--- src/rtc_cmos_index_data_port_assert.svh ---
// Assertion macros for the CMOS index/data port block.
// Used by the top level; the macros expect aclk and aresetn in scope.
`ifndef RTC_CMOS_INDEX_DATA_PORT_ASSERT_SVH
`define RTC_CMOS_INDEX_DATA_PORT_ASSERT_SVH
`ifndef SYNTHESIS
`define RTCCMOS_ASSERT(label, prop, msg) \
    label: assert property (@(posedge aclk) disable iff (!aresetn) (prop)) \
        else $error(msg);
`define RTCCMOS_ASSERT_NEXT(label, ante, cons, msg) \
    label: assert property (@(posedge aclk) disable iff (!aresetn) (ante) |=> (cons)) \
        else $error(msg);
`else
`define RTCCMOS_ASSERT(label, prop, msg)
`define RTCCMOS_ASSERT_NEXT(label, ante, cons, msg)
`endif
`endif

--- src/rtccmos_pkg.sv ---
// Shared types, constants and BCD helper for the CMOS index/data port block.
// No dependencies.
`timescale 1ns / 1ps

package rtccmos_pkg;

    localparam int RAM_BYTES = 64;
    localparam int IDX_W     = $clog2(RAM_BYTES);

    typedef logic [IDX_W-1:0] idx_t;

    typedef enum logic [1:0] {
        CMD_READ  = 2'd0,
        CMD_WRITE = 2'd1,
        CMD_TICK  = 2'd2
    } cmd_t;

    localparam logic PORT_INDEX = 1'b0;
    localparam logic PORT_DATA  = 1'b1;

    localparam idx_t IDX_SEC      = IDX_W'('h00);
    localparam idx_t IDX_MIN      = IDX_W'('h02);
    localparam idx_t IDX_HOUR     = IDX_W'('h04);
    localparam idx_t IDX_WDAY     = IDX_W'('h06);
    localparam idx_t IDX_MDAY     = IDX_W'('h07);
    localparam idx_t IDX_MON      = IDX_W'('h08);
    localparam idx_t IDX_YEAR     = IDX_W'('h09);
    localparam idx_t IDX_STATUS_A = IDX_W'('h0A);
    localparam idx_t IDX_STATUS_B = IDX_W'('h0B);
    localparam idx_t IDX_DEFAULT  = IDX_W'('h0D);
    localparam idx_t IDX_CENTURY  = IDX_W'('h32);

    localparam logic [6:0] CENTURY  = 7'd20;
    localparam logic [6:0] YEAR_MAX = 7'd99;
    localparam int         BIN_BIT  = 2;

    // Two BCD digits of v: tens wrap modulo ten, divide by ten via 205/2048.
    function automatic logic [7:0] to_bcd(input logic [6:0] v);
        logic [14:0] prod;
        logic [3:0]  q;
        logic [3:0]  ones;
        logic [3:0]  tens;
        prod = 15'(v) * 15'd205;
        q    = prod[14:11];
        ones = 4'(v - 7'(q) * 7'd10);
        tens = (q >= 4'd10) ? q - 4'd10 : q;
        return {tens, ones};
    endfunction

endpackage

--- src/rtc_cmos_index_data_port.sv ---
// Top level of the CMOS register file behind an index port and a data port.
// Depends on rtccmos_pkg, rtccmos_ram and rtc_cmos_index_data_port_assert.svh.
//
//   channel  | ports                                   | direction
//   ---------+-----------------------------------------+----------
//   s_       | s_valid s_ready s_cmd s_port_sel        | in
//            | s_write_data s_time_*                   |
//   m_       | m_valid m_ready m_read_data             | out
//
// One word is accepted per cycle while s_ready is high; writes and ticks update
// state at acceptance. A read word loads the RAM read register and the s1_ stage
// at acceptance, then the output register once it is free, which raises m_valid.
// Synchronous active-low reset; RAM contents read as zero until written, through
// one valid bit per byte, so there is no clearing pass.
// With m_ready low, one more read is taken into the middle stage, then s_ready drops.
`timescale 1ns / 1ps
`include "rtc_cmos_index_data_port_assert.svh"

module rtc_cmos_index_data_port (
    input  logic       aclk,
    input  logic       aresetn,
    input  logic       s_valid,
    output logic       s_ready,
    input  logic [1:0] s_cmd,
    input  logic       s_port_sel,
    input  logic [7:0] s_write_data,
    input  logic [5:0] s_time_sec,
    input  logic [5:0] s_time_min,
    input  logic [4:0] s_time_hour,
    input  logic [2:0] s_time_wday,
    input  logic [4:0] s_time_mday,
    input  logic [3:0] s_time_mon,
    input  logic [6:0] s_time_year,
    output logic       m_valid,
    input  logic       m_ready,
    output logic [7:0] m_read_data
);

    import rtccmos_pkg::*;

    idx_t                 reg_index_reg, reg_index_next;
    logic                 busy_reg, busy_next;
    logic                 binary_reg, binary_next;
    logic [RAM_BYTES-1:0] ram_valid_reg, ram_valid_next;
    logic [5:0]           cur_sec_reg, cur_sec_next;
    logic [5:0]           cur_min_reg, cur_min_next;
    logic [4:0]           cur_hour_reg, cur_hour_next;
    logic [2:0]           cur_wday_reg, cur_wday_next;
    logic [4:0]           cur_mday_reg, cur_mday_next;
    logic [3:0]           cur_mon_reg, cur_mon_next;
    logic [6:0]           cur_year_reg, cur_year_next;

    logic                 s1_valid_reg, s1_valid_next;
    logic [7:0]           s1_mask_reg, s1_mask_next;
    logic [7:0]           s1_or_reg, s1_or_next;
    logic                 m_valid_reg, m_valid_next;
    logic [7:0]           m_read_data_reg, m_read_data_next;

    logic                 s_accept;
    logic                 out_free;
    logic                 is_read;
    logic                 is_data_read;
    logic                 is_data_write;
    logic                 is_tick;
    logic [7:0]           ram_rd_data;
    logic [6:0]           time_val;
    logic                 time_hit;
    logic [7:0]           time_byte;

    assign out_free      = !m_valid_reg || m_ready;
    assign s_ready       = !s1_valid_reg || out_free;
    assign s_accept      = s_valid && s_ready;
    assign is_read       = s_accept && (s_cmd == CMD_READ);
    assign is_data_read  = is_read && (s_port_sel == PORT_DATA);
    assign is_data_write = s_accept && (s_cmd == CMD_WRITE) && (s_port_sel == PORT_DATA);
    assign is_tick       = s_accept && (s_cmd == CMD_TICK);

    rtccmos_ram #(
        .WIDTH (8),
        .DEPTH (RAM_BYTES)
    ) u_ram (
        .aclk    (aclk),
        .wr_en   (is_data_write),
        .wr_addr (reg_index_reg),
        .wr_data (s_write_data),
        .rd_en   (is_data_read),
        .rd_addr (reg_index_reg),
        .rd_data (ram_rd_data)
    );

    always_comb begin
        time_hit = 1'b1;
        unique case (reg_index_reg)
            IDX_SEC:     time_val = 7'(cur_sec_reg);
            IDX_MIN:     time_val = 7'(cur_min_reg);
            IDX_HOUR:    time_val = 7'(cur_hour_reg);
            IDX_WDAY:    time_val = 7'(cur_wday_reg) + 7'd1;
            IDX_MDAY:    time_val = 7'(cur_mday_reg);
            IDX_MON:     time_val = 7'(cur_mon_reg) + 7'd1;
            IDX_YEAR:    time_val = cur_year_reg;
            IDX_CENTURY: time_val = CENTURY;
            default: begin
                time_val = '0;
                time_hit = 1'b0;
            end
        endcase
        time_byte = binary_reg ? {1'b0, time_val} : to_bcd(time_val);
    end

    always_comb begin
        logic [7:0] mask;
        reg_index_next = reg_index_reg;
        busy_next      = busy_reg;
        binary_next    = binary_reg;
        ram_valid_next = ram_valid_reg;
        cur_sec_next   = cur_sec_reg;
        cur_min_next   = cur_min_reg;
        cur_hour_next  = cur_hour_reg;
        cur_wday_next  = cur_wday_reg;
        cur_mday_next  = cur_mday_reg;
        cur_mon_next   = cur_mon_reg;
        cur_year_next  = cur_year_reg;
        s1_mask_next   = s1_mask_reg;
        s1_or_next     = s1_or_reg;
        mask           = '0;

        if (s_accept) begin
            unique case (s_cmd)
                CMD_READ: begin
                    if (s_port_sel == PORT_INDEX) begin
                        s1_or_next = 8'(reg_index_reg);
                    end else begin
                        s1_or_next = '0;
                        if (time_hit) begin
                            s1_or_next = time_byte;
                        end else begin
                            unique case (reg_index_reg)
                                IDX_STATUS_A: begin
                                    mask       = 8'h7F;
                                    s1_or_next = {busy_reg, 7'd0};
                                    busy_next  = 1'b0;
                                end
                                IDX_STATUS_B: mask = 8'hFD;
                                IDX_DEFAULT:  s1_or_next = 8'h80;
                                default:      mask = 8'hFF;
                            endcase
                        end
                        reg_index_next = IDX_DEFAULT;
                    end
                    s1_mask_next = ram_valid_reg[reg_index_reg] ? mask : 8'h00;
                end
                CMD_WRITE: begin
                    if (s_port_sel == PORT_INDEX) begin
                        reg_index_next = ({1'b0, s_write_data} >= 9'(RAM_BYTES))
                                       ? IDX_DEFAULT : IDX_W'(s_write_data);
                    end else begin
                        ram_valid_next[reg_index_reg] = 1'b1;
                        if (reg_index_reg == IDX_STATUS_B) begin
                            binary_next = s_write_data[BIN_BIT];
                        end
                        reg_index_next = IDX_DEFAULT;
                    end
                end
                CMD_TICK: begin
                    cur_sec_next  = s_time_sec;
                    cur_min_next  = s_time_min;
                    cur_hour_next = s_time_hour;
                    cur_wday_next = s_time_wday;
                    cur_mday_next = s_time_mday;
                    cur_mon_next  = s_time_mon;
                    cur_year_next = (s_time_year > YEAR_MAX) ? YEAR_MAX : s_time_year;
                    busy_next     = 1'b1;
                end
                default: begin
                end
            endcase
        end
    end

    always_comb begin
        s1_valid_next    = s_ready ? is_read : s1_valid_reg;
        m_valid_next     = out_free ? s1_valid_reg : m_valid_reg;
        m_read_data_next = m_read_data_reg;
        if (out_free && s1_valid_reg) begin
            m_read_data_next = (ram_rd_data & s1_mask_reg) | s1_or_reg;
        end
    end

    always_ff @(posedge aclk) begin
        if (!aresetn) begin
            reg_index_reg <= '0;
            busy_reg      <= 1'b0;
            binary_reg    <= 1'b0;
            ram_valid_reg <= '0;
            cur_sec_reg   <= '0;
            cur_min_reg   <= '0;
            cur_hour_reg  <= '0;
            cur_wday_reg  <= '0;
            cur_mday_reg  <= '0;
            cur_mon_reg   <= '0;
            cur_year_reg  <= '0;
            s1_valid_reg  <= 1'b0;
            m_valid_reg   <= 1'b0;
        end else begin
            reg_index_reg <= reg_index_next;
            busy_reg      <= busy_next;
            binary_reg    <= binary_next;
            ram_valid_reg <= ram_valid_next;
            cur_sec_reg   <= cur_sec_next;
            cur_min_reg   <= cur_min_next;
            cur_hour_reg  <= cur_hour_next;
            cur_wday_reg  <= cur_wday_next;
            cur_mday_reg  <= cur_mday_next;
            cur_mon_reg   <= cur_mon_next;
            cur_year_reg  <= cur_year_next;
            s1_valid_reg  <= s1_valid_next;
            m_valid_reg   <= m_valid_next;
        end
    end

    always_ff @(posedge aclk) begin
        s1_mask_reg     <= s1_mask_next;
        s1_or_reg       <= s1_or_next;
        m_read_data_reg <= m_read_data_next;
    end

    assign m_valid     = m_valid_reg;
    assign m_read_data = m_read_data_reg;

    `RTCCMOS_ASSERT_NEXT(a_data_write_idx, is_data_write, reg_index_reg == IDX_DEFAULT, "index not reset after data write")
    `RTCCMOS_ASSERT_NEXT(a_tick_busy, is_tick, busy_reg, "tick did not set busy")
    `RTCCMOS_ASSERT_NEXT(a_status_a_clear, is_data_read && (reg_index_reg == IDX_STATUS_A), !busy_reg, "status A read kept busy")
    `RTCCMOS_ASSERT(a_year_range, cur_year_reg <= YEAR_MAX, "year above 99")
    `RTCCMOS_ASSERT(a_index_range, {1'b0, reg_index_reg} < (IDX_W + 1)'(RAM_BYTES), "index beyond RAM")

endmodule

--- src/rtccmos_ram.sv ---
// Generic single-write, single-read RAM with registered read data.
// No dependencies.
`timescale 1ns / 1ps

module rtccmos_ram #(
    parameter int WIDTH = 8,
    parameter int DEPTH = 64
) (
    input  logic                     aclk,
    input  logic                     wr_en,
    input  logic [$clog2(DEPTH)-1:0] wr_addr,
    input  logic [WIDTH-1:0]         wr_data,
    input  logic                     rd_en,
    input  logic [$clog2(DEPTH)-1:0] rd_addr,
    output logic [WIDTH-1:0]         rd_data
);

    logic [WIDTH-1:0] mem [DEPTH];
    logic [WIDTH-1:0] rd_data_reg;

    always_ff @(posedge aclk) begin
        if (wr_en) begin
            mem[wr_addr] <= wr_data;
        end
        if (rd_en) begin
            rd_data_reg <= mem[rd_addr];
        end
    end

    assign rd_data = rd_data_reg;

endmodule
--- config.mk ---
export PLATFORM = sky130hd
export DESIGN_NAME = rtc_cmos_index_data_port
export DESIGN_NICKNAME = d
export VERILOG_FILES = /design/src/rtccmos_pkg.sv /design/src/rtc_cmos_index_data_port.sv /design/src/rtccmos_ram.sv
export VERILOG_INCLUDE_DIRS = /design/src /design/src/src
export SDC_FILE = /design/constraint.sdc
export NUM_CORES = 1
export LEC_CHECK = 0
export BUFFER_PORTS_ARGS = -buffer_cell sky130_fd_sc_hd__buf_4
export CORE_ASPECT_RATIO = 0.7
export CORE_MARGIN = 8
export CORE_UTILIZATION = 30
export CTS_CLUSTER_DIAMETER = 100
export DETAILED_ROUTE_END_ITERATION = 16
export PLACE_DENSITY = 0.52
export SLEW_MARGIN = 20
export SYNTH_ARGS = -nofsm -noshare
export SYNTH_HDL_FRONTEND = slang
export SYNTH_HIERARCHICAL = 1
export SYNTH_SLANG_ARGS = --single-unit
--- constraint.sdc ---
create_clock -name aclk -period 12.43 [get_ports aclk]
set_clock_uncertainty 0.2 [all_clocks]
set_input_delay 0 -clock aclk [delete_from_list [all_inputs] [get_ports aclk]]
set_output_delay 0 -clock aclk [all_outputs]
set_load 0.01 [all_outputs]
Word-level counts from Yosys, hierarchy flattened

Memories as Yosys holds them, arrays and structs flattened. A register that Yosys moved wholly into a read port is not among the register bits.
Cells that the tools add are included.

Logic and storage cells: 95
Memory bits (read-only): 0
Bits in latches: 0
Output and inout bits: 10
Flip-flop bits (word level): 134
Bits of input ports: 51
RAM bits: 512
Memories kept: 1

Memories:

| memory    | words | width | read ports | clocked after Yosys merged registers in | write ports | RTL line          | source |
|---|---|---|---|---|---|---|---|
| u_ram.mem | 64    | 8     | 1          | 1                                       | 1           | rtccmos_ram.sv:18 | `logic [WIDTH-1:0] mem [DEPTH];` |

Divide/modulo/power cells: 0
Add/sub/neg operators: 4
Bitwise operators: 5
Reductions and logical operators: 23
Magnitude comparators: 5
$mul: 2
Multiplexer cells: 23
Shifts and indexed selects: 0
Equal/unequal tests: 15

Operators with widths:

| kind                   | number |
|---|---|
| $or A64 B64 Y64        | 1 |
| $pmux W7 S8            | 1 |
| $eq A6 B4 Y1 const B   | 5 |
| $mux W6                | 4 |
| $pmux W8 S3            | 1 |
| $eq A6 B3 Y1 const B   | 3 |
| $mux W8                | 2 |
| $pmux W8 S2            | 1 |
| $mul A7 B8 Y15 const B | 1 |
| $pmux W6 S2            | 1 |
| $and A8 B8 Y8          | 1 |
| $ge A8 B7 Y1 const B   | 1 |
| $mux W1                | 8 |
| $or A8 B8 Y8           | 1 |
| $reduce_or A8 Y1       | 1 |
| $gt A7 B7 Y1 const B   | 1 |
| $logic_and A1 B1 Y1    | 7 |
| $lt A6 B7 Y1 const B   | 1 |
| $mux W7                | 1 |
| $bmux W1 S6            | 1 |
| $demux W1 S6           | 1 |
| $eq A6 B2 Y1 const B   | 1 |
| $eq A6 B6 Y1 const B   | 1 |
| $ge A6 B1 Y1 const B   | 1 |
| other kinds (23)       | 30 |

Logic depth before layout (Yosys ltp)

Gate-level depths: netlist of run 1.

Depth in word-level cells: 8
Mapped depth: 27
Mapped depth without buffers: 25

Modules after synthesis

Netlist of run 1, hierarchy kept.

Modules (own cells, without submodules):

| module                   | cells an instance | seq. area each (um^2) | area an instance (um^2) | times used |
|---|---|---|---|---|
| rtccmos_ram              | 940               | 15615.0               | 20246.9                 | 1 |
| rtc_cmos_index_data_port | 713               | 2772.7                | 6775.2                  | 1 |

Least setup slack after synthesis of run 1

OpenSTA, ideal clock, no wires.

Path type: register to register
Start: register reg_index_reg[0]
End: register s1_or_reg[3] (data pin)
Stages on the path, launching flop included: 25
Arrival time: 5.941 ns
Path buffers: 3
Required time: 12.054 ns
Setup slack: 6.113 ns
Cells stage by stage: dfxtp_1 buf_2 buf_1 clkbuf_1 o21ai_0 nand3_1 o211a_1 inv_1 ha_1 ha_1 fa_1 inv_1 fa_1 inv_1 ha_1 nand4_1 o31a_1 o21ai_2 xor2_2 ha_1 inv_1 fa_1 xnor3_1 o21a_1 o32ai_1

Longest elaborated chain between the ends: 8
Elaborated cells on any way between the ends: 17
Those cells by class: add/sub (1); mul (2); eq/ne (7); mux (5); reduce/logical (2)

Ends and longest elaborated chain:

| element                                    | RTL line                        | source |
|---|---|---|
| from (decl)                                | rtc_cmos_index_data_port.sv:41  | `idx_t reg_index_reg, reg_index_next;` |
| from (signal assigned)                     | rtc_cmos_index_data_port.sv:205 | `reg_index_reg <= reg_index_next;` |
| $eq A6 B6 Y1, or another cell as far along | rtc_cmos_index_data_port.sv:93  | `unique case (reg_index_reg)` |
| $pmux W7 S8                                | rtc_cmos_index_data_port.sv:93  |  |
| $mul A7 B8 Y15                             | rtccmos_pkg.sv:43               | `prod = 15'(v) * 15'd205;` |
| $mul A4 B3 Y3                              | rtccmos_pkg.sv:45               | `ones = 4'(v - 7'(q) * 7'd10);` |
| $sub A4 B4 Y4                              | rtccmos_pkg.sv:45               |  |
| $mux W8                                    | rtc_cmos_index_data_port.sv:107 | `time_byte = binary_reg ? {1'b0, time_val} : to_bcd(time_val);` |
| $mux W8 *                                  | rtc_cmos_index_data_port.sv:134 | `if (time_hit) begin` |
| $mux W6 *                                  | rtc_cmos_index_data_port.sv:130 | `if (s_port_sel == PORT_INDEX) begin` |
| to (signal assigned)                       | rtc_cmos_index_data_port.sv:223 | `s1_or_reg <= s1_or_next;` |
| to (decl)                                  | rtc_cmos_index_data_port.sv:55  | `logic [7:0] s1_or_reg, s1_or_next;` |

Every way passes the cells marked *; elsewhere a longest branch is shown, timed or not.
A chain may end at the register's enable or synchronous reset.

Worst setup path after layout of run 1

Start: register reg_index_reg[1]
End: register s1_or_reg[3] (data pin)

The elaborated chain is that of the path after synthesis.

==> results of run 1 <==
-- worst max path at each step --
stage | startpoint | endpoint | cells past startpoint
2_1_floorplan | reg_index_reg[0] | s1_or_reg[3] | 24
3_3_place_gp | reg_index_reg[1] | s1_or_reg[3] | 21
3_5_place_dp | reg_index_reg[1] | s1_or_reg[3] | 21
4_1_cts | reg_index_reg[1] | s1_or_reg[3] | 21
5_1_grt | reg_index_reg[1] | s1_or_reg[3] | 21
6_report | reg_index_reg[1] | s1_or_reg[3] | 21
-- placed cells by master (no fill, tap or decap), types with 9 or more instances in the layout --
| master | n |
|---|---|
| clkbuf_1 | 19 |
| mux2_2 | 13 |
| a21boi_0 | 39 |
| inv_1 | 36 |
| clkinv_2 | 11 |
| nand2b_1 | 16 |
| nand2_1 | 107 |
| nor2_1 | 152 |
| clkbuf_16 | 71 |
| fa_1 | 9 |
| mux4_2 | 147 |
| dfxtp_1 | 105 |
| mux2i_1 | 25 |
| nor2b_1 | 29 |
| dlygate4sd3_1 | 132 |
| nor3_1 | 23 |
| o22ai_1 | 13 |
| o21a_1 | 59 |
| a21o_1 | 14 |
| buf_4 | 74 |
| clkinv_1 | 11 |
| a21oi_1 | 28 |
| nand3_1 | 36 |
| edfxtp_1 | 539 |
| ha_1 | 38 |
-- critical path, delay by kind of cell, from the launching register on --
| family | cells | cell delay, ns |
|---|---|---|
| buffers and inverters | 3 | 0.33 |
| AOI/OAI and AO/OA | 9 | 2.29 |
| adders and majority gates | 6 | 2.10 |
| DFF | 1 | 0.86 |
| and+or+nand+nor | 1 | 0.26 |
| xor gates and xnor gates | 2 | 0.89 |
-- power groups by stage --
stage / combinational [W] / sequential (W) / clock (W)
after global routing: 0.000269 / 0.00237 / 0.00215
final: 0.000248 / 0.00237 / 0.00202
after CTS: 0.000249 / 0.00237 / 0.00207
after detailed placement: 0.000224 / 0.00242 / 0
after floorplan: 0.000139 / 0.00241 / 0
after global placement: 0.000221 / 0.00242 / 0
-- layer usage --
| layer | vias to the layer above | GRT usage | routed length, um |
|---|---|---|---|
| li1 | 6860 | - | - |
| met1 | 8258 | 0.1999 | 32440 |
| met2 | 445 | 0.2004 | 30200 |
| met3 | 97 | 0.02372 | 3883 |
| met4 | 0 | 0.03177 | 1346 |
| met5 | - | 0 | 0 |
-- cell usage after synthesis (9+ instances only) --
library cell / count / share of area
a21boi_0: 39 / 0.011
a21o_1: 14 / 0.0039
a21oi_1: 28 / 0.0052
buf_2: 16 / 0.0030
buf_4: 13 / 0.0036
clkbuf_1: 45 / 0.0063
dfxtp_1: 110 / 0.081
edfxtp_1: 539 / 0.60
fa_1: 9 / 0.0067
ha_1: 38 / 0.018
inv_1: 36 / 0.0050
mux2_2: 13 / 0.0054
mux2i_1: 25 / 0.0093
mux4_2: 147 / 0.12
nand2_1: 108 / 0.015
nand2b_1: 16 / 0.0037
nand3_1: 36 / 0.0067
nor2_1: 152 / 0.021
nor2b_1: 29 / 0.0067
nor3_1: 23 / 0.0043
o21a_1: 59 / 0.016
o22ai_1: 13 / 0.0030
-- area by class of cell --
class,count,area (sq um),share of cell area
timing repair buffer,206,1877,0.05840
clock buffer,95,1911,0.05946
multi-input combinational,878,8033,0.2500
sequential,649,18400,0.5726
clock inverter,32,295.3,0.009189
inverter,38,142.6,0.004439
tap,1175,1470,0.04575
antenna,2,5.005,0.0001557
-- kinds of logic after synthesis --
group / synth area share
buffers and inverters: 0.02264
AOI/OAI and AO/OA: 0.06311
and+or+nand+nor: 0.06862
muxes: 0.1372
xor gates and xnor gates: 0.003704
DFF: 0.6805
adders and majority gates: 0.02426
-- metrics by stage --
step / utilization / setup WS (ns) / hold slack, ns
6_report: 0.3584 / 5.317 / 0.2000
5_1_grt: 0.3583 / 4.889 / 0.2040
2_1_floorplan: - / 6.113 / -0.1011
3_3_place_gp: 0.3189 / 5.571 / 0.06469
4_1_cts: 0.3583 / 5.404 / 0.1741
3_5_place_dp: 0.3190 / 5.470 / 0.07488
-- what timing repair did --
action	CTS	global route
setup endpoints to repair	0	0
hold buffers	132	0
hold endpoints to repair	660	0
==> results by group, run 1 <==
Run status
  • Outcome: complete, no violations

Worst setup path
  • Peak fanout along the critical path: 48
  • Worst EP arrival: 7.34 ns
  • Slowest cell on the critical path: dfxtp_4
  • WP data required: 12.66 ns
  • Delay of the slowest cell on the worst path: 0.86 ns
  • Critical R2R Capture: s1_or_reg[3]
  • RR Startpoint: reg_index_reg[1]
  • R2R depth: 21
  • Reg2Reg Setup Slack: 5.32 ns
  • Worst Setup Start Kind: register
  • Nature of the critical path endpoint: register
  • CP dominant cell by count: ha_1
  • Chain of cells forming the critical path: nor2_1 > a22oi_1 > o21ai_0 > a211oi_2 > inv_1 > ha_1 > ha_1 > inv_1 > fa_1 > inv_1 > ha_1 > ha_1 > a21o_1 > a21o_1 > a21oi_1 > a21boi_0 > xor2_1 > fa_1 > xnor3_1 > o21a_1 > o32ai_1
  • Worst setup path class: reg2reg

Routing
  • DRT iter0 DRCs: 1355
  • Drt drc: 0
  • DR pass1 iterations: 5
  • Vias: 15660
  • Post-route ant nets: 0
  • DRT Wirelength: 67.86 mm
  • Drt wl/cell: 22.07 um
  • Via density: 5.093

Global route
  • Vias in the first global route: 15771
  • First-pass GRT wire length: 102.4 mm
  • GRT Overall Usage: 0.1333
  • Global route overflow: 0
  • Largest net degree at the start of global routing: 111
  • Initial antenna violation count: 0

Clocking
  • CTS tree: built
  • Clock buffer count from CTS: 70
  • Worst-skew pair later-pin latency: 0.61 ns
  • Resized cells post-CTS: 0
  • Htree depth: 3
  • Clock Path Buffers: 3
  • Clock root buffer: clkbuf_16
  • CTS Sinks: 649
  • Setup Buffers After CTS: 0
  • Clock transition at path regs: 0.06 ns

STA
  • RSZ-0062 raised after global routing: false
  • Fin. max-slew vios: 0
  • Setup TNS: 0 ns
  • Final hold violations: 0
  • Worst slew pin tran: 1.118 ns
  • Final worst path period share: 0.5723
  • Period minus WS final: 7.113 ns
  • Fmax: 0.1406 GHz
  • Endpoints failing setup: 0
  • Slew margin rel.: 0.2357

Synthesis
  • Synth Flop Type: edfxtp_1
  • Yosys warnings: 6
  • Netlist Area Pre-Place: 27020 sq um
  • Syn_nets: 1751
  • Sequential share of the synthesized area: 0.6805
  • Syn avg cell area: 16.35 sq um
  • Yosys cell types: 73
  • Ys async rst share: 0
  • Post-synthesis register bit count: 649
  • Post-synth EDFFs: 539
  • Mapped Cells: 1653

Finish
  • Finished Cell Area: 32130 sq um
  • Non-Filler Instances: 3075
  • Max FFs per register: 512
  • Fillcell total: 8341
  • Total Nets Final: 1941
  • Post-synthesis to final-layout area growth: 18.92%
  • Layout cells sized above 1: 0.1855

Power
  • Lkg Pwr: 10.30 nW
  • Power Internal: 0.003651 W
  • Switching portion of total power: 0.2129
  • Psw: 0.0009873 W
  • Power Density: 144.3 nW/um^2
  • Comb pwr share: 0.053
  • Maximum VDD drop: 0.09059 mV
  • Total chip power: 0.004638 W
  • Power share of the clock group: 0.435
  • Part of the power in registers: 0.511

Place
  • Port-buffer cells: 60
  • Post-Place Cells: 2814
  • Gpl congestion: 0.7934
  • Cell Area, Placed: 28600 sq um
  • Detailed Place HPWL: 41.07 mm

Floorplan
  • Row cnt: 92
  • Die Y: 267.1 um
  • Starting Density: 0.3013
  • Die width: 374.7 um
  • Core footprint: 89670 sq um
  • Ports: 61
  • Die Footprint: 100100 sq um

Worst hold path
  • Worst hold path depth: 3
  • Hold Path End: s1_or_reg[3]
  • Hold Path Class: in2reg
  • Worst Hold Launch: s_port_sel

Run
  • Max-Cap Viols: 0
(Power assumes the default switching activity.)
==> run 2, diff against run 1 <==
--- a/config.mk
+++ b/config.mk
@@ -12,7 +12,7 @@
 export CORE_UTILIZATION = 30
 export CTS_CLUSTER_DIAMETER = 100
 export DETAILED_ROUTE_END_ITERATION = 16
-export PLACE_DENSITY = 0.52
+export PLACE_DENSITY = 0.54
 export SLEW_MARGIN = 20
 export SYNTH_ARGS = -nofsm -noshare
 export SYNTH_HDL_FRONTEND = slang
==> constraint.sdc (replaced) <==
create_clock -name aclk -period 6.1 [get_ports aclk]
set_clock_uncertainty 0.2 [all_clocks]
set_input_delay 0 -clock aclk [delete_from_list [all_inputs] [get_ports aclk]]
set_output_delay 0 -clock aclk [all_outputs]
set_load 0.01 [all_outputs]
==> run 2 against run 1 <==
First-iteration DRC count increased by 2.5%. Non-clock buffer count up 85. Wire length decreased by 0.47%. Sequential share of layout area decreased by 1.2 points. Power grew 100%.
==> results by group, run 2 (same netlist as run 1, synthesis figures left out) <==
STA
  • Worst slew pin tran: 1.008 ns
  • Final worst path period share: 0.9735
  • Slew margin rel.: 0.3278
  • Hold slack: 0.1808 ns
  • Final hold violations: 0
  • Fmax: 0.1684 GHz
  • Endpoints failing setup: 0
  • Setup TNS: 0 ns
  • Period minus WS final: 5.938 ns
  • Worst setup margin: 0.1619 ns
  • Fin. max-slew vios: 0

Global route
  • Initial antenna violation count: 0
  • GRT Overall Usage: 0.1329
  • Largest net degree at the start of global routing: 111
  • First-pass GRT wire length: 102.6 mm
  • Vias in the first global route: 16216
  • Global route overflow: 0

Power
  • Power Density: 284.7 nW/um^2
  • Total chip power: 0.009344 W
  • Maximum VDD drop: 0.1714 mV
  • Lkg Pwr: 10.68 nW

Worst setup path
  • WP data required: 6.33 ns
  • Worst EP arrival: 6.17 ns
  • Worst Setup Start Kind: register
  • Nature of the critical path endpoint: register
  • Worst setup path class: reg2reg
  • Peak fanout along the critical path: 5

Finish
  • Layout cells sized above 1: 0.2230
  • Post-synthesis to final-layout area growth: 21.46%
  • Max FFs per register: 512
  • # diodes: 0
  • Final core occ: 0.3660
  • Total Nets Final: 2025
  • Commonest non-fill, non-tap cell in the layout: edfxtp_1
  • Most frequent cells in the layout: edfxtp_1 (539), nor2_1 (152), mux4_2 (147), dlygate4sd3_1 (146), buf_4 (144)

Clocking
  • Clock root buffer: clkbuf_16
  • CTS Sinks: 649
  • Clock transition at path regs: 0.06 ns
  • Clock Path Buffers: 3
  • Clock buffer count from CTS: 69
  • Worst-skew pair later-pin latency: 0.60 ns
  • Htree depth: 3
  • CTS tree: built

Routing
  • Post-route ant nets: 0
  • Drt drc: 0
  • Vias: 15831
  • DRT iter0 DRCs: 1389
  • DR pass1 iterations: 5
  • DRT Wirelength: 67.54 mm
  • Via density: 5.021
  • Drt wl/cell: 21.42 um

Floorplan
  • Die Y: 267.1 um
  • Core footprint: 89670 sq um
  • Row cnt: 92
  • Die Footprint: 100100 sq um
  • Ports: 61
  • Starting Density: 0.3013
  • Die width: 374.7 um

Place
  • Gpl congestion: 0.8246
  • Detailed Place HPWL: 41.36 mm
  • Port-buffer cells: 60
  • Dpl ws: -0.06246 ns

Worst hold path
  • Hold Path Class: in2reg

Run
  • Max-Cap Viols: 0

Run status
  • Outcome: complete, no violations
run 2: changes by cell type in the layout (fill, tap and decap cells not counted), moves of 3 or more:
cell | before | now
buf_4 | 74 | 144
dlygate4sd3_1 | 132 | 146
clkbuf_1 | 19 | 15
ha_1 | 38 | 34
inv_6 | 6 | 3
run 2: cell type report:
class / instances / area [sq um]
clock buffer: 87 / 1815
clock inverter: 35 / 319.1
fill: 8286 / 56850
inverter: 38 / 142.6
multi-input combinational: 878 / 8114
sequential: 649 / 18410
tap: 1175 / 1470
timing repair buffer: 291 / 2554
run 2: where the power goes:
group | switching (W) | internal (W)
sequential | 0.0000117 | 0.00481
clock | 0.00172 | 0.00226
combinational | 0.000304 | 0.000237
run 2: final timing paths:
check	endpoint	depth (start not counted)	start	slack, ns
max	s1_or_reg[3]	23	reg_index_reg[5]	0.16
max reg2reg	s1_or_reg[3]	23	reg_index_reg[5]	0.16
min	u_ram/mem[16][7]	2	s_write_data[7]	0.18
min reg2reg	ram_valid_reg[30]	1	ram_valid_reg[30]	0.26
run 2: stage by stage:
stage,area (sq um),cells
2_1_floorplan,27020,1653
3_3_place_gp,29060,2875
3_5_place_dp,29060,2875
4_1_cts,32680,3144
5_1_grt,32820,3153
6_report,32820,3153
run 2: timing repair:
action | CTS | global route
hold buffers | 146 | 0
setup endpoints to repair | 2 | 5
pin swaps | 2 | 16
resized for setup | 3 | 17
buffers inserted | 1 | 9
endpoints found under the hold margin | 652 | 0
run 2: worst max-delay path, stage by stage, from the launching register on:
cell      delay [ns]
dfxtp_4         0.36
or4_4           0.58
nor3_4          0.28
buf_6           0.15
a221oi_1        0.07
o211a_1         0.16
inv_2           0.10
ha_1            0.26
ha_1            0.30
inv_1           0.06
fa_1            0.57
inv_1           0.06
ha_1            0.29
ha_1            0.35
a21o_1          0.19
a21o_1          0.17
a21oi_1         0.18
a21boi_0        0.26
xor2_1          0.10
buf_4           0.15
fa_2            0.35
xnor3_1         0.21
o21a_1          0.18
o32ai_1         0.20
run 2: routing by layer:
layer	part of all wire	track usage
met2	0.46	0.2062
met1	0.47	0.1936
met4	0.017	0.03094
met5	0	0
met3	0.059	0.02443
==> run 3, diff against run 2 <==
--- a/config.mk
+++ b/config.mk
@@ -8,10 +8,11 @@
 export LEC_CHECK = 0
 export BUFFER_PORTS_ARGS = -buffer_cell sky130_fd_sc_hd__buf_4
 export CORE_ASPECT_RATIO = 0.7
-export CORE_MARGIN = 8
+export CORE_MARGIN = 5
 export CORE_UTILIZATION = 30
-export CTS_CLUSTER_DIAMETER = 100
+export CTS_CLUSTER_DIAMETER = 120
 export DETAILED_ROUTE_END_ITERATION = 16
+export MAX_ROUTING_LAYER = met4
 export PLACE_DENSITY = 0.54
 export SLEW_MARGIN = 20
 export SYNTH_ARGS = -nofsm -noshare
==> run 3 against run 2 <==
Flip-flop and latch count unchanged. Count of clock-buffer cells in the layout grew 3. First-iteration DRC count is 4.5% lower. Critical path depth shrank 2. Global-route usage is 0.87 points higher. Maximum frequency barely moved. Core utilization is 0.59 points lower. Highest routed layer unchanged.
==> results by group, run 3 (same netlist as run 1, synthesis figures left out) <==
Finish
  • Commonest non-fill, non-tap cell in the layout: edfxtp_1
  • Most frequent cells in the layout: edfxtp_1 (539), nor2_1 (152), mux4_2 (147), dlygate4sd3_1 (114), buf_4 (109)
  • Total Nets Final: 1958
  • Max FFs per register: 512
  • Final core occ: 0.3601
  • Layout cells sized above 1: 0.2159
  • Post-synthesis to final-layout area growth: 19.49%

Worst setup path
  • Peak fanout along the critical path: 7
  • Nature of the critical path endpoint: register
  • Worst Setup Start Kind: register
  • WP data required: 6.33 ns
  • Worst setup path class: reg2reg
  • Worst EP arrival: 6.17 ns

Floorplan
  • Core footprint: 89670 sq um
  • Row cnt: 92
  • Ports: 61
  • Starting Density: 0.3013
  • Die width: 368.7 um
  • Die Footprint: 96270 sq um
  • Die Y: 261.1 um

Power
  • Lkg Pwr: 10.41 nW
  • Power share of the clock group: 0.422
  • Power Density: 287.2 nW/um^2
  • Power Internal: 0.007247 W
  • Maximum VDD drop: 0.1879 mV
  • Part of the power in registers: 0.520
  • Switching portion of total power: 0.2184
  • Psw: 0.002025 W
  • Comb pwr share: 0.058

Global route
  • Global route overflow: 0
  • First-pass GRT wire length: 99.95 mm
  • Initial antenna violation count: 3
  • Vias in the first global route: 15500
  • GRT Overall Usage: 0.1416
  • Largest net degree at the start of global routing: 111

STA
  • Final worst path period share: 0.9727
  • Worst slew pin tran: 1.051 ns
  • Slew margin rel.: 0.2966
  • Setup TNS: 0 ns
  • Fin. max-slew vios: 0
  • Period minus WS final: 5.934 ns
  • Final hold violations: 0
  • Endpoints failing setup: 0
  • Hold slack: 0.04729 ns
  • Fmax: 0.1685 GHz
  • Worst setup margin: 0.1664 ns

Routing
  • Drt wl/cell: 21.71 um
  • Drt drc: 0
  • Post-route ant nets: 0
  • DRT Wirelength: 67.10 mm
  • DRT iter0 DRCs: 1326
  • Via density: 5.009
  • Vias: 15478
  • DR pass1 iterations: 5

Run status
  • Outcome: complete, no violations

Place
  • Port-buffer cells: 60
  • Dpl ws: -0.04702 ns
  • Gpl congestion: 0.8679
  • Detailed Place HPWL: 41.25 mm

Run
  • Max-Cap Viols: 0

Clocking
  • Worst-skew pair later-pin latency: 0.61 ns
  • Clock buffer count from CTS: 68
  • Clock root buffer: clkbuf_16
  • CTS tree: built
  • Clock Path Buffers: 3
  • CTS Sinks: 649
  • Htree depth: 3
  • Clock transition at path regs: 0.06 ns

Worst hold path
  • Hold Path Class: in2reg
==> run 3: changes by cell type in the layout (fill, tap and decap cells not counted), moves of 3 or more <==
cell,before,now
buf_4,144,109
clkbuf_1,15,18
dlygate4sd3_1,146,114
ha_1,34,30
ha_4,2,6
==> run 3: critical path, cell delays in order (launching register included) <==
cell	delay [ns]
dfxtp_4	0.37
or4_4	0.58
nor3_4	0.30
a22oi_2	0.13
nand4_1	0.22
ha_1	0.32
ha_4	0.23
fa_1	0.51
inv_1	0.06
fa_1	0.49
inv_2	0.05
ha_4	0.26
nand4_1	0.12
o31a_1	0.34
o21ai_2	0.18
xor2_2	0.18
ha_2	0.18
inv_1	0.05
fa_2	0.35
xnor3_1	0.21
o21a_1	0.19
o32ai_2	0.23
==> run 3: what timing repair did <==
item / in CTS / in global routing
pin swaps: 1 / 21
hold buffers: 114 / 0
endpoints found under the setup margin: 1 / 5
hold endpoints to repair: 652 / 0
buffers inserted: 0 / 8
resized for setup: 5 / 28
gates cloned: 0 / 0
==> run 3: layout make-up <==
type                            instances  area (sq um)
Timing Repair Buffer                  225          1982
Inverter                               38         142.6
Multi-Input combinational cell        878          8205
Clock buffer                           90          1858
Tap cell                             1175          1470
Clock inverter                         33         224.0
Fill cell                            8314         57380
Antenna cell                            2         5.005
Sequential cell                       649         18400
==> run 3: routing by layer <==
layer | up-vias | track usage | part of all wire
met4 | 0 | 0.03474 | 0.021
met2 | 456 | 0.2092 | 0.45
li1 | 6869 | - | -
met5 | - | - | 0
met1 | 8054 | 0.1985 | 0.46
met3 | 99 | 0.03361 | 0.068
==> run 3: through the flow <==
step                      cell area [sq um]  std cells  total power [W]
after floorplan                       27020       1653         0.005197
after global placement                28820       2843         0.005383
after detailed placement              28820       2843         0.005389
after CTS                             32060       3080         0.009359
after global routing                  32290       3090         0.009610
final                                 32290       3090         0.009272
==> run 3: final timing paths <==
check / start / end / slack, ns / cells after the start
setup / recovery: reg_index_reg[0] / s1_or_reg[3] / 0.17 / 21
hold / removal: s_write_data[7] / u_ram/mem[54][7] / 0.05 / 2
setup reg to reg: reg_index_reg[0] / s1_or_reg[3] / 0.17 / 21
hold reg to reg: ram_valid_reg[44] / ram_valid_reg[44] / 0.26 / 1
==> run 3: power by group through the flow <==
stage | Clock, W | Combinational, W | Sequential, W
finish | 0.00391 | 0.000539 | 0.00482
global route | 0.00421 | 0.000585 | 0.00482
CTS | 0.00401 | 0.000525 | 0.00482
detailed placement | 0 | 0.000474 | 0.00492
global placement | 0 | 0.000467 | 0.00492
floorplan | 0 | 0.000284 | 0.00491
